**config.mk**
```make
export PLATFORM = sky130hd
export DESIGN_NAME = bdc_emit
export DESIGN_NICKNAME = d
export VERILOG_FILES = /design/src/hw/rtl/bdc_pkg.sv /design/src/hw/rtl/bdc_emit.sv
export SDC_FILE = /design/constraint.sdc
export NUM_CORES = 1
export LEC_CHECK = 0
export ABC_AREA = 1
export ABC_CLOCK_PERIOD_IN_PS = 3200
export BUFFER_PORTS_ARGS = -buffer_cell sky130_fd_sc_hd__buf_2
export CAP_MARGIN = 10
export CORE_MARGIN = 8
export CORE_UTILIZATION = 51
export DETAILED_ROUTE_END_ITERATION = 10
export MAX_ROUTING_LAYER = met4
export PLACE_DENSITY = 0.86
export RECOVER_POWER = 25
export SYNTH_ARGS = -nofsm -noshare
export SYNTH_HDL_FRONTEND = slang
export SYNTH_SLANG_ARGS = --single-unit
```
**constraint.sdc**
```tcl
create_clock -name clk -period 3.2 [get_ports clk]
set_input_delay 0.48 -clock clk [delete_from_list [all_inputs] [get_ports clk]]
set_output_delay 0.48 -clock clk [all_outputs]
set_load 0.02 [all_outputs]
```
**src/hw/rtl/bdc_pkg.sv**
```systemverilog
// ----------------------------------------------------------------------------
// bdc_pkg: shared codes and types of the byte delta codec
// Mode codes of the input channel, the kinds of work that follow the store
// read, and the burst word handed to the result emitter.
// ----------------------------------------------------------------------------
package bdc_pkg;

	localparam logic [1:0] MODE_ENCODE = 2'd0;
	localparam logic [1:0] MODE_DECODE = 2'd1;
	localparam logic [1:0] MODE_LOAD   = 2'd2;
	localparam logic [1:0] MODE_READ   = 2'd3;

	// work left for the stage after the store read
	localparam logic [1:0] KIND_QUIET  = 2'd0;
	localparam logic [1:0] KIND_ENCODE = 2'd1;
	localparam logic [1:0] KIND_RAW    = 2'd2;
	localparam logic [1:0] KIND_READ   = 2'd3;

	localparam int GROUP_SIZE = 8;

	// one burst of results: a tag plus up to eight changed bytes, or one single word
	typedef struct packed {
		logic                        single;
		logic                        last;
		logic [3:0]                  cnt;
		logic [7:0]                  tag;
		logic [GROUP_SIZE-1:0][7:0]  data;
	} emit_load_t;

endpackage

```
**src/hw/rtl/bdc_emit.sv**
```systemverilog
// ----------------------------------------------------------------------------
// bdc_emit: result emitter
// Holds one burst (a group tag with its changed bytes, or one single word)
// and sends it one word per cycle on the result channel while result_ready is high.
// ----------------------------------------------------------------------------
module bdc_emit
	import bdc_pkg::*;
(
	input  logic        clk,
	input  logic        arst_n,
	input  logic        load_valid,
	input  emit_load_t  load,
	output logic        free,
	output logic        result_valid,
	input  logic        result_ready,
	output logic [7:0]  out_byte,
	output logic        is_tag,
	output logic        encoded,
	output logic        packet_end,
	output logic        run_last
);

	logic        busy_q;
	logic [3:0]  idx_q;
	emit_load_t  ld_q;
	logic [3:0]  final_idx;
	logic [3:0]  idx_m1;
	logic        done;
	logic        take;

	assign final_idx = ld_q.single ? 4'd0 : ld_q.cnt;
	assign done      = busy_q && result_ready && (idx_q == final_idx);
	assign free      = !busy_q || done;
	assign take      = load_valid && free;
	assign idx_m1    = idx_q - 4'd1;

	always_ff @(posedge clk or negedge arst_n) begin
		if (!arst_n) begin
			busy_q <= 1'b0;
			idx_q  <= 4'd0;
		end else if (take) begin
			busy_q <= 1'b1;
			idx_q  <= 4'd0;
		end else if (done) begin
			busy_q <= 1'b0;
		end else if (busy_q && result_ready) begin
			idx_q <= idx_q + 4'd1;
		end
	end

	always_ff @(posedge clk) begin
		if (take) begin
			ld_q <= load;
		end
	end

	always_comb begin
		if (ld_q.single) begin
			out_byte   = ld_q.data[0];
			is_tag     = 1'b0;
			encoded    = 1'b0;
			packet_end = ld_q.last;
			run_last   = 1'b1;
		end else if (idx_q == 4'd0) begin
			out_byte   = ld_q.tag;
			is_tag     = 1'b1;
			encoded    = 1'b1;
			packet_end = (ld_q.cnt == 4'd0) && ld_q.last;
			run_last   = (ld_q.cnt == 4'd0);
		end else begin
			out_byte   = ld_q.data[idx_m1[2:0]];
			is_tag     = 1'b0;
			encoded    = 1'b1;
			packet_end = (idx_q == ld_q.cnt) && ld_q.last;
			run_last   = (idx_q == ld_q.cnt);
		end
	end

	assign result_valid = busy_q;

endmodule

```
==> results of run 1 <==
layout by cell type (no fill, tap or decap):
| cell type | Yosys | layout |
|---|---|---|
| buf_2 | 5 | 95 |
| edfxtp_1 | 78 | 78 |
| nor2_1 | 45 | 45 |
| nand2_1 | 43 | 43 |
| nand3_1 | 27 | 27 |
| o21ai_0 | 24 | 24 |
| o211ai_1 | 24 | 24 |
| inv_1 | 14 | 14 |
| clkbuf_8 | 0 | 9 |
| inv_2 | 5 | 5 |
| dfrtp_1 | 5 | 5 |
| nor2_2 | 3 | 3 |
| nand2_2 | 3 | 3 |
| inv_6 | 0 | 3 |
| buf_4 | 1 | 3 |
| nor3_1 | 2 | 2 |
| xor2_1 | 2 | 2 |
| ha_1 | 2 | 2 |
| inv_8 | 0 | 2 |
| buf_12 | 0 | 2 |
| nand3_2 | 1 | 1 |
| xnor2_2 | 1 | 1 |
| xnor2_1 | 1 | 1 |
| or2_0 | 1 | 1 |
| nor3_2 | 1 | 1 |
| or2_2 | 1 | 1 |
| o21a_1 | 1 | 1 |
| nand4_1 | 1 | 1 |
| clkinvlp_4 | 0 | 1 |
| dlygate4sd3_1 | 0 | 1 |
layout make-up:
type / count / area, µm² / share of cell area, %
Inverter: 19 / 71.3 / 1.66
Clock buffer: 9 / 124 / 2.88
Tap cell: 80 / 100 / 2.33
Clock inverter: 6 / 56.3 / 1.31
Multi-Input combinational cell: 183 / 927 / 21.6
Sequential cell: 83 / 2470 / 57.5
Timing Repair Buffer: 101 / 548 / 12.8
worst min-delay path by stage:
stage | startpoint | endpoint | cells past startpoint
6_report | load[49] | ld_q[49] | 1
5_1_grt | load[24] | ld_q[24] | 1
4_1_cts | load[49] | ld_q[49] | 1
3_5_place_dp | arst_n | result_valid | 1
3_3_place_gp | arst_n | result_valid | 1
2_1_floorplan | arst_n | idx_q[0] | 0
power by group through the flow:
stage / combinational, W / sequential [W] / clock, W
2_1_floorplan: 0.00116 / 0.00153 / 0
3_3_place_gp: 0.00156 / 0.00155 / 0
3_5_place_dp: 0.00162 / 0.00155 / 0
4_1_cts: 0.00163 / 0.00153 / 0.000717
5_1_grt: 0.00181 / 0.00154 / 0.000751
6_report: 0.00165 / 0.00153 / 0.000710
routing by layer:
layer	vias to the layer above	part of all wire, %
met5	-	0
met4	0	2.6
met3	22	7.3
met2	132	51
met1	1214	40
li1	1254	-
cell usage after synthesis (2+ instances only):
cell type,number
nor2_2,3
ha_1,2
inv_2,5
inv_1,14
nor2_1,45
o211ai_1,24
edfxtp_1,78
nand2_2,3
nor3_1,2
buf_2,5
nand3_1,27
o21ai_0,24
xor2_1,2
dfrtp_1,5
clkbuf_1,5
nand2_1,43
kinds of logic (layout without fill, tap and decap cells):
logic type,count (synthesis),after routing
simple gates,128,128
buf+inv,31,135
flops,83,83
xor+xnor,4,4
compound gates,49,49
fa+ha+maj,2,2
state kept, by name, summed over array words and instances (netlist names):
name          count
ld_q             78
result_valid      1
idx_q             4
critical path, delay by kind of cell, from the launching register on:
family / cells / cell delay [ns]
buffers and inverters: 3 / 0.77
AO/OA/AOI/OAI: 3 / 0.41
flip-flops: 1 / 0.40
adder cells (fa/ha/maj): 1 / 0.31
AND/OR/NAND/NOR: 2 / 0.24
per-stage QoR:
stage	total power, W	util, %	cell area (µm²)	std cells	hold slack (ns)
floorplan	0.00269	-	3530	297	0.184
global placement	0.00310	60.7	4100	465	0.303
detailed placement	0.00317	60.7	4100	465	0.305
CTS	0.00388	63.6	4290	481	0.281
global route	0.00411	63.6	4290	481	0.272
finish	0.00388	63.6	4290	481	0.287
==> impl_metrics.csv, run 1 <==
group,metric,value,unit
setup_path,crit_arrival,2.49,ns
grt,grt_start_max_net_pins,45,
sta,hold_violations,0,
synth,synthFlopType,"edfxtp_1",
synth,yosys.area_share.simple,15.6,%
synth,synth_xor_area_share,1.21,%
die,fp-row-count,30,
synth,synthArstFlopShare,6.02,%
synth,yosys_warnings,0,
layout,diodes,0,
layout,final_nets,481,
setup_path,crit_slowest_cell,"dfrtp_1",
setup_path,cp-end-kind,"output pin",
synth,synth_nets,381,
place,place_ws,0.686,ns
synth,netlist_instances,297,
synth,synth_seq_cells,83,
clocking,clock_latency,0.36,ns
grt,gr-usage-all-layers,18.0,%
synth,ys_seq_area_share,69.9,%
synth,muxShareOfSynthArea,0,%
routing,routed_wl,8620,µm
synth,synth_area,3530,µm²
pwr,power_leakage,1.73,nW
place,dpl.hpwl,6280,µm
sta,post-route-period-util,92.9,%
setup_path,cp-start-kind,"register",
setup_path,cp_max_fo,33,
sta,setup_viol,0,
pwr,p_clk_share,18.3,%
sta,tns,0,ns
synth,synthDominantCellAreaShare,66.4,%
synth,yosysTopAreaCell,"edfxtp_1",
clocking,cts-root-buf,"clkbuf_8",
place,port_buffers,95,
setup_path,reg2regPathDepth,10,
setup_path,regToRegSetupSlack,0.81,ns
clocking,cts_tree,"done",
sta,skew,0.00830,ns
pwr,swShare,41.4,%
grt,busiest_layer,"met2",
pwr,peakVddDrop,0.490,mV
grt,gr-total-overflow,0,
routing,wire_per_inst,17.9,µm
sta,maxSlewViolCount,0,
grt,use_met3,5.73,%
die,die_area,9840,µm²
pwr,seqPwrFrac,39.3,%
grt,antenna_found_initial,0,
pwr,p_switching,0.00161,W
sta,fmax,336,MHz
setup_path,cp-startpoint,"idx_q[0]",
pwr,intPower,0.00227,W
routing,avgViaCountPerCell,5.45,
routing,dr.pass1.iters,7,
place,gp_congestion,0.852,
grt,grtUsageMet1,19.4,%
routing,drc,0,
run_status,outcome,"completed",
layout,layout-drive-gt1-share,32.4,%
pwr,combinationalPowerShare,42.4,%
grt,grt_pass1_vias,2736,
run,drv_cap,0,
layout,fill_cells,535,
setup_path,critical_path.most_common_cell,"o211ai_1",
clocking,cts_buffers,9,
min_path,hp-class,"input pin to register",
synth,synth_top_family_by_area,"simple AND/OR/NAND/NOR gates",
die,die_w,99.2,µm
clocking,clkTransAtPathRegs,0.09,ns
setup_path,r2r_start,"ld_q[77]",
synth,synthAdderAreaFrac,0.709,%
setup_path,r2r-end,"ld_q[37]",
routing,ant_nets,0,
clocking,clock-sinks,83,
die,core_area,6760,µm²
synth,synth_edf_count,78,
setup_path,crit_type,"register to output pin",
grt,grt_pass1_wl,13200,µm
clocking,htreeDepth,3,
die,die_h,99.2,µm
grt,grtUsageMet2,30.6,%
synth,synth_cell_types,26,
synth,synth_compound_area_share,8.72,%
sta,finalWorstSetupSlack,0.227,ns
clocking,post_cts_resized,0,
routing,vias,2622,
synth,netlist_top_cells_area,"edfxtp_1, o211ai_1, nor2_1",
setup_path,slowest_delay,0.40,ns
clocking,clockBufferDepth,2,
die,initial_core_util,52.2,%
synth,syn_avg_cell_area,11.9,µm²
sta,min_period,2.97,ns
routing,drt_iter0_markers,212,
setup_path,cp_cell_sequence,"inv_2, ha_1, buf_4, nor2_1, o21ai_0, o211ai_1, nand3_1, o211ai_1, buf_2",
setup_path,endpoint,"out_byte[3]",
sta,worst_pin_slew,0.415,ns
pwr,powerDensity,904,nW/µm²
clocking,ctsHoldBuffers,1,
layout,syn_to_final_growth,21.7,%
die,io_pins,96,
clocking,post_cts_buffers,0,
sta,maxSlewHeadroom,72.2,%
setup_path,required,2.72,ns
sta,rsz0062_at_grt,"no",
(Power assumes the default switching activity.)
==> inputs of run 2 (changes only) <==
Settings changed: ABC_AREA 1 to not set.
==> impl_metrics.csv, run 2 <==
group,metric,value,unit
layout,diodes,0,
die,io_pins,96,
routing,wire_per_inst,18.3,µm
sta,skew,0.0100,ns
clocking,post_cts_buffers,0,
clocking,post_cts_resized,0,
synth,syn_avg_cell_area,15.8,µm²
die,die_h,98.6,µm
place,port_buffers,95,
grt,gr-total-overflow,0,
setup_path,crit_arrival,2.54,ns
layout,largest_reg_flops,78,
grt,grt_pass1_vias,2451,
synth,synthFlopType,"edfxtp_1",
synth,synthArstFlopShare,6.02,%
setup_path,crit_buf_inv,3,
clocking,cts_buffers,9,
run,drv_cap,0,
pwr,peakVddDrop,0.468,mV
sta,setup_viol,0,
clocking,ctsHoldBuffers,1,
layout,final_cell_mix,"buf_2, edfxtp_1, nand2_1",
routing,drt-met1-wl,3430,µm
clocking,clkTransAtPathRegs,0.08,ns
synth,synthDominantCellAreaShare,67.4,%
sta,tns,0,ns
min_path,hp-class,"input pin to register",
setup_path,cp_cell_sequence,"inv_1, ha_1, buf_12, mux4_2, nand2_1, nand3_1, o21ai_0, o21ai_0, buf_2",
sta,worst_pin_slew,0.659,ns
place,dpl.hpwl,5620,µm
die,fp-row-count,30,
synth,synth_seq_cells,83,
synth,synth_cell_types,39,
routing,avgViaCountPerCell,5.45,
routing,routed_wl,7480,µm
layout,regMostFlops,"ld_q",
synth,yosys_warnings,0,
synth,synth_area,3480,µm²
routing,wl_met3,346,µm
routing,dr.pass1.iters,4,
layout,layout-drive-gt1-share,41.2,%
grt,grt_pass1_wl,12200,µm
setup_path,critical_path.most_common_cell,"o21ai_0",
setup_path,crit_slowest_cell,"ha_1",
setup_path,path_delay_family,"buffers and inverters",
routing,vias,2223,
sta,maxSlewHeadroom,55.9,%
clocking,clock-sinks,83,
routing,route.met2.wl,3640,µm
sta,fmax,331,MHz
layout,layout.area.seq,2470,µm²
layout,final_nets,408,
clocking,cts_tree,"done",
die,die_w,98.6,µm
synth,synth_edf_count,78,
clocking,clockBufferDepth,2,
clocking,htreeDepth,3,
setup_path,cp-end-kind,"output pin",
sta,rsz0062_at_grt,"no",
layout,syn_to_final_growth,23.3,%
setup_path,crit_type,"register to output pin",
grt,grt_start_max_net_pins,34,
run_status,outcome,"completed",
synth,synth_most_common_cell,"edfxtp_1",
grt,antenna_found_initial,0,
clocking,clock_latency,0.34,ns
synth,netlist_instances,220,
routing,drc,0,
pwr,power_leakage,1.65,nW
sta,hold_violations,0,
synth,netlist_top_cells_area,"edfxtp_1, mux4_2, dfrtp_1",
synth,yosysTopAreaCell,"edfxtp_1",
routing,drt_iter0_markers,218,
place,gp_congestion,0.904,
sta,post-route-period-util,94.4,%
layout,fill_cells,502,
setup_path,required,2.72,ns
routing,ant_nets,0,
synth,synth_nets,304,
sta,fin_hold_ws,0.306,ns
die,die_area,9720,µm²
setup_path,cp-start-kind,"register",
clocking,cts-root-buf,"clkbuf_8",
synth,netlist_top_cells_count,"edfxtp_1, nand2_1, o21ai_0, mux4_2",
die,initial_core_util,52.0,%
synth,ys_seq_area_share,71.0,%
sta,maxSlewViolCount,0,
setup_path,slowest_delay,0.50,ns
setup_path,cp_max_fo,12,
layout,final_common_cell,"buf_2",
routing,top_layer_used,"met4",
grt,gr-usage-all-layers,16.6,%
sta,min_period,3.02,ns
pwr,totalPowerFinal,0.00329,W
layout,multi_input_area,941,µm²
pwr,powerDensity,767,nW/µm²
die,core_area,6680,µm²
==> run 2: cell type report <==
cell class	instances	area share, %
inverters	6	0.525
clock inverters	5	1.23
well taps	80	2.34
repair buffers	103	13.4
multi-input cells	121	21.9
flip-flops and latches	83	57.6
clock buffers	10	2.98
==> run 2: worst paths after layout <==
kind	start	to	slack [ns]	depth (start not counted)
max in group asynchronous	arst_n	idx_q[2]	2.58	2
min in group asynchronous	arst_n	idx_q[3]	0.49	2
hold reg to reg	idx_q[1]	idx_q[1]	0.63	1
setup reg to reg	ld_q[77]	ld_q[52]	0.41	6
hold / removal	load[70]	ld_q[70]	0.31	1
setup / recovery	idx_q[1]	out_byte[1]	0.18	9
==> run 2: where the power goes <==
part / switching, W / internal (W)
clock network: 0.000337 / 0.000354
registers: 0.0000544 / 0.00126
logic: 0.000678 / 0.000603
total: 0.00107 / 0.00222
==> run 2: per-layer routing <==
metal | track usage [%] | up-vias
met1 | 21.8 | 1055
met5 | - | -
met2 | 25.5 | 102
met4 | 5.31 | 0
li1 | - | 1058
met3 | 3.17 | 8
==> run 2: stage by stage <==
stage | instances | utilization (%) | area, µm² | setup slack [ns]
global placement | 392 | 61.3 | 4100 | 0.548
global route | 408 | 64.2 | 4290 | 0.0524
floorplan | 220 | - | 3480 | 0.308
detailed placement | 392 | 61.3 | 4100 | 0.442
finish | 408 | 64.2 | 4290 | 0.179
CTS | 408 | 64.2 | 4290 | 0.186
==> run 2: cell families (layout without fill, tap and decap cells) <==
| group | count (synthesis) | in the layout | share of synthesized area (%) |
|---|---|---|---|
| xor gates and xnor gates | 5 | 5 | 1.26 |
| buffers and inverters | 16 | 124 | 2.05 |
| AOI/OAI and AO/OA | 32 | 32 | 5.47 |
| DFF | 83 | 83 | 71.0 |
| and+or+nand+nor | 65 | 65 | 8.89 |
| adders and majority gates | 2 | 2 | 0.720 |
| muxes | 17 | 17 | 10.7 |
==> inputs of run 3 (changes only) <==
Settings changed: CTS_BUF_LIST set to sky130_fd_sc_hd__clkbuf_4 sky130_fd_sc_hd__clkbuf_8.
==> impl_metrics.csv, run 3 (synthesis gave the netlist of run 2 again) <==
group,metric,value,unit
die,die_h,98.6,µm
routing,drt_iter0_markers,218,
routing,ant_nets,0,
setup_path,cp_max_fo,12,
setup_path,cp-startpoint,"idx_q[1]",
layout,syn_to_final_growth,23.4,%
clocking,clock-sinks,83,
setup_path,r2r_start,"ld_q[77]",
grt,gr-total-overflow,0,
setup_path,reg2regPathDepth,6,
sta,min_period,3.02,ns
setup_path,r2r-end,"ld_q[52]",
pwr,peakVddDrop,0.468,mV
sta,maxSlewHeadroom,55.9,%
sta,setup_viol,0,
min_path,hp-start,"load[70]",
layout,diodes,0,
layout,layout-drive-gt1-share,41.5,%
layout,multi_input_area,941,µm²
die,io_pins,96,
sta,hold_violations,0,
setup_path,cp-start-kind,"register",
clocking,post_cts_resized,0,
sta,post-route-period-util,94.4,%
sta,finalWorstSetupSlack,0.179,ns
min_path,hp-class,"input pin to register",
clocking,clockBufferDepth,2,
place,place_inst,392,
routing,avgViaCountPerCell,5.45,
place,port_buffers,95,
die,fp-row-count,30,
sta,maxSlewViolCount,0,
routing,routed_wl,7480,µm
grt,antenna_found_initial,0,
place,place_ws,0.442,ns
layout,final_cell_mix,"buf_2, edfxtp_1, nand2_1",
layout,final_nets,408,
setup_path,crit_arrival,2.54,ns
setup_path,cp-end-kind,"output pin",
place,dpl.hpwl,5620,µm
layout,largest_reg_flops,78,
pwr,powerDensity,768,nW/µm²
setup_path,regToRegSetupSlack,0.41,ns
routing,vias,2223,
layout,regMostFlops,"ld_q",
layout,layout.area.seq,2470,µm²
min_path,hold_end,"ld_q[70]",
run,drv_cap,0,
place,gp_congestion,0.904,
sta,worst_pin_slew,0.659,ns
die,die_area,9720,µm²
run_status,outcome,"completed",
sta,tns,0,ns
die,initial_core_util,52.0,%
sta,skew,0.0100,ns
routing,dr.pass1.iters,4,
layout,fin_util,64.2,%
layout,instances_no_fill,408,
clocking,clkTransAtPathRegs,0.08,ns
setup_path,crit_type,"register to output pin",
grt,grt_start_max_net_pins,34,
routing,wire_per_inst,18.3,µm
min_path,hold_depth,1,
clocking,clock_latency,0.34,ns
clocking,post_cts_buffers,0,
pwr,power_leakage,1.65,nW
sta,fmax,331,MHz
setup_path,required,2.72,ns
die,die_w,98.6,µm
clocking,cts-root-buf,"clkbuf_8",
clocking,cts_buffers,9,
grt,grt_pass1_wl,12200,µm
clocking,ctsHoldBuffers,1,
clocking,cts_tree,"done",
grt,grt_pass1_vias,2451,
layout,fill_cells,502,
die,core_area,6680,µm²
grt,gr-usage-all-layers,16.6,%
sta,rsz0062_at_grt,"no",
clocking,htreeDepth,3,
routing,drc,0,
layout,final_common_cell,"buf_2",
## run 3: worst max-delay path: stages (launching register included)
cell and delay [ns]:
dfrtp_1 0.45, inv_1 0.11, ha_1 0.50, buf_12 0.19
mux4_2 0.18, nand2_1 0.05, nand3_1 0.11, o21ai_0 0.08
o21ai_0 0.30, buf_2 0.24
## run 3: layout make-up
cell class,count,area share [%]
Multi-Input combinational cell,121,21.9
Sequential cell,83,57.5
Timing Repair Buffer,103,13.4
Inverter,6,0.525
Tap cell,80,2.33
Clock inverter,5,1.22
Clock buffer,10,3.06
## run 3: layer usage
metal	wire (µm)	up-vias	global-route usage, %
met1	3430	1055	21.8
li1	-	1058	-
met2	3640	102	25.5
met3	346	8	3.17
met4	71	0	5.31
met5	0	-	-
## run 3: worst max path at each step
| stage | to | slack [ns] | depth (start not counted) |
|---|---|---|---|
| 6_report | out_byte[1] | 0.18 | 9 |
| 5_1_grt | out_byte[1] | 0.05 | 9 |
| 3_5_place_dp | ld_q[70] | 0.44 | 6 |
| 2_1_floorplan | ld_q[0] | 0.31 | 6 |
| 4_1_cts | out_byte[1] | 0.19 | 9 |
| 3_3_place_gp | ld_q[3] | 0.55 | 6 |
## run 3: report_power, final
part | switching, W | total [W] | internal (W)
sequential | 0.0000544 | 0.00131 | 0.00126
clock | 0.000337 | 0.000699 | 0.000362
combinational | 0.000678 | 0.00128 | 0.000603
## run 3: metrics by stage
step,hold WS (ns),power [W],instance area [µm²]
after global routing,0.287,0.00348,4290
final,0.306,0.00329,4290
after detailed placement,0.305,0.00262,4100
after CTS,0.294,0.00332,4290
after floorplan,0.184,0.00222,3480
after global placement,0.303,0.00259,4100
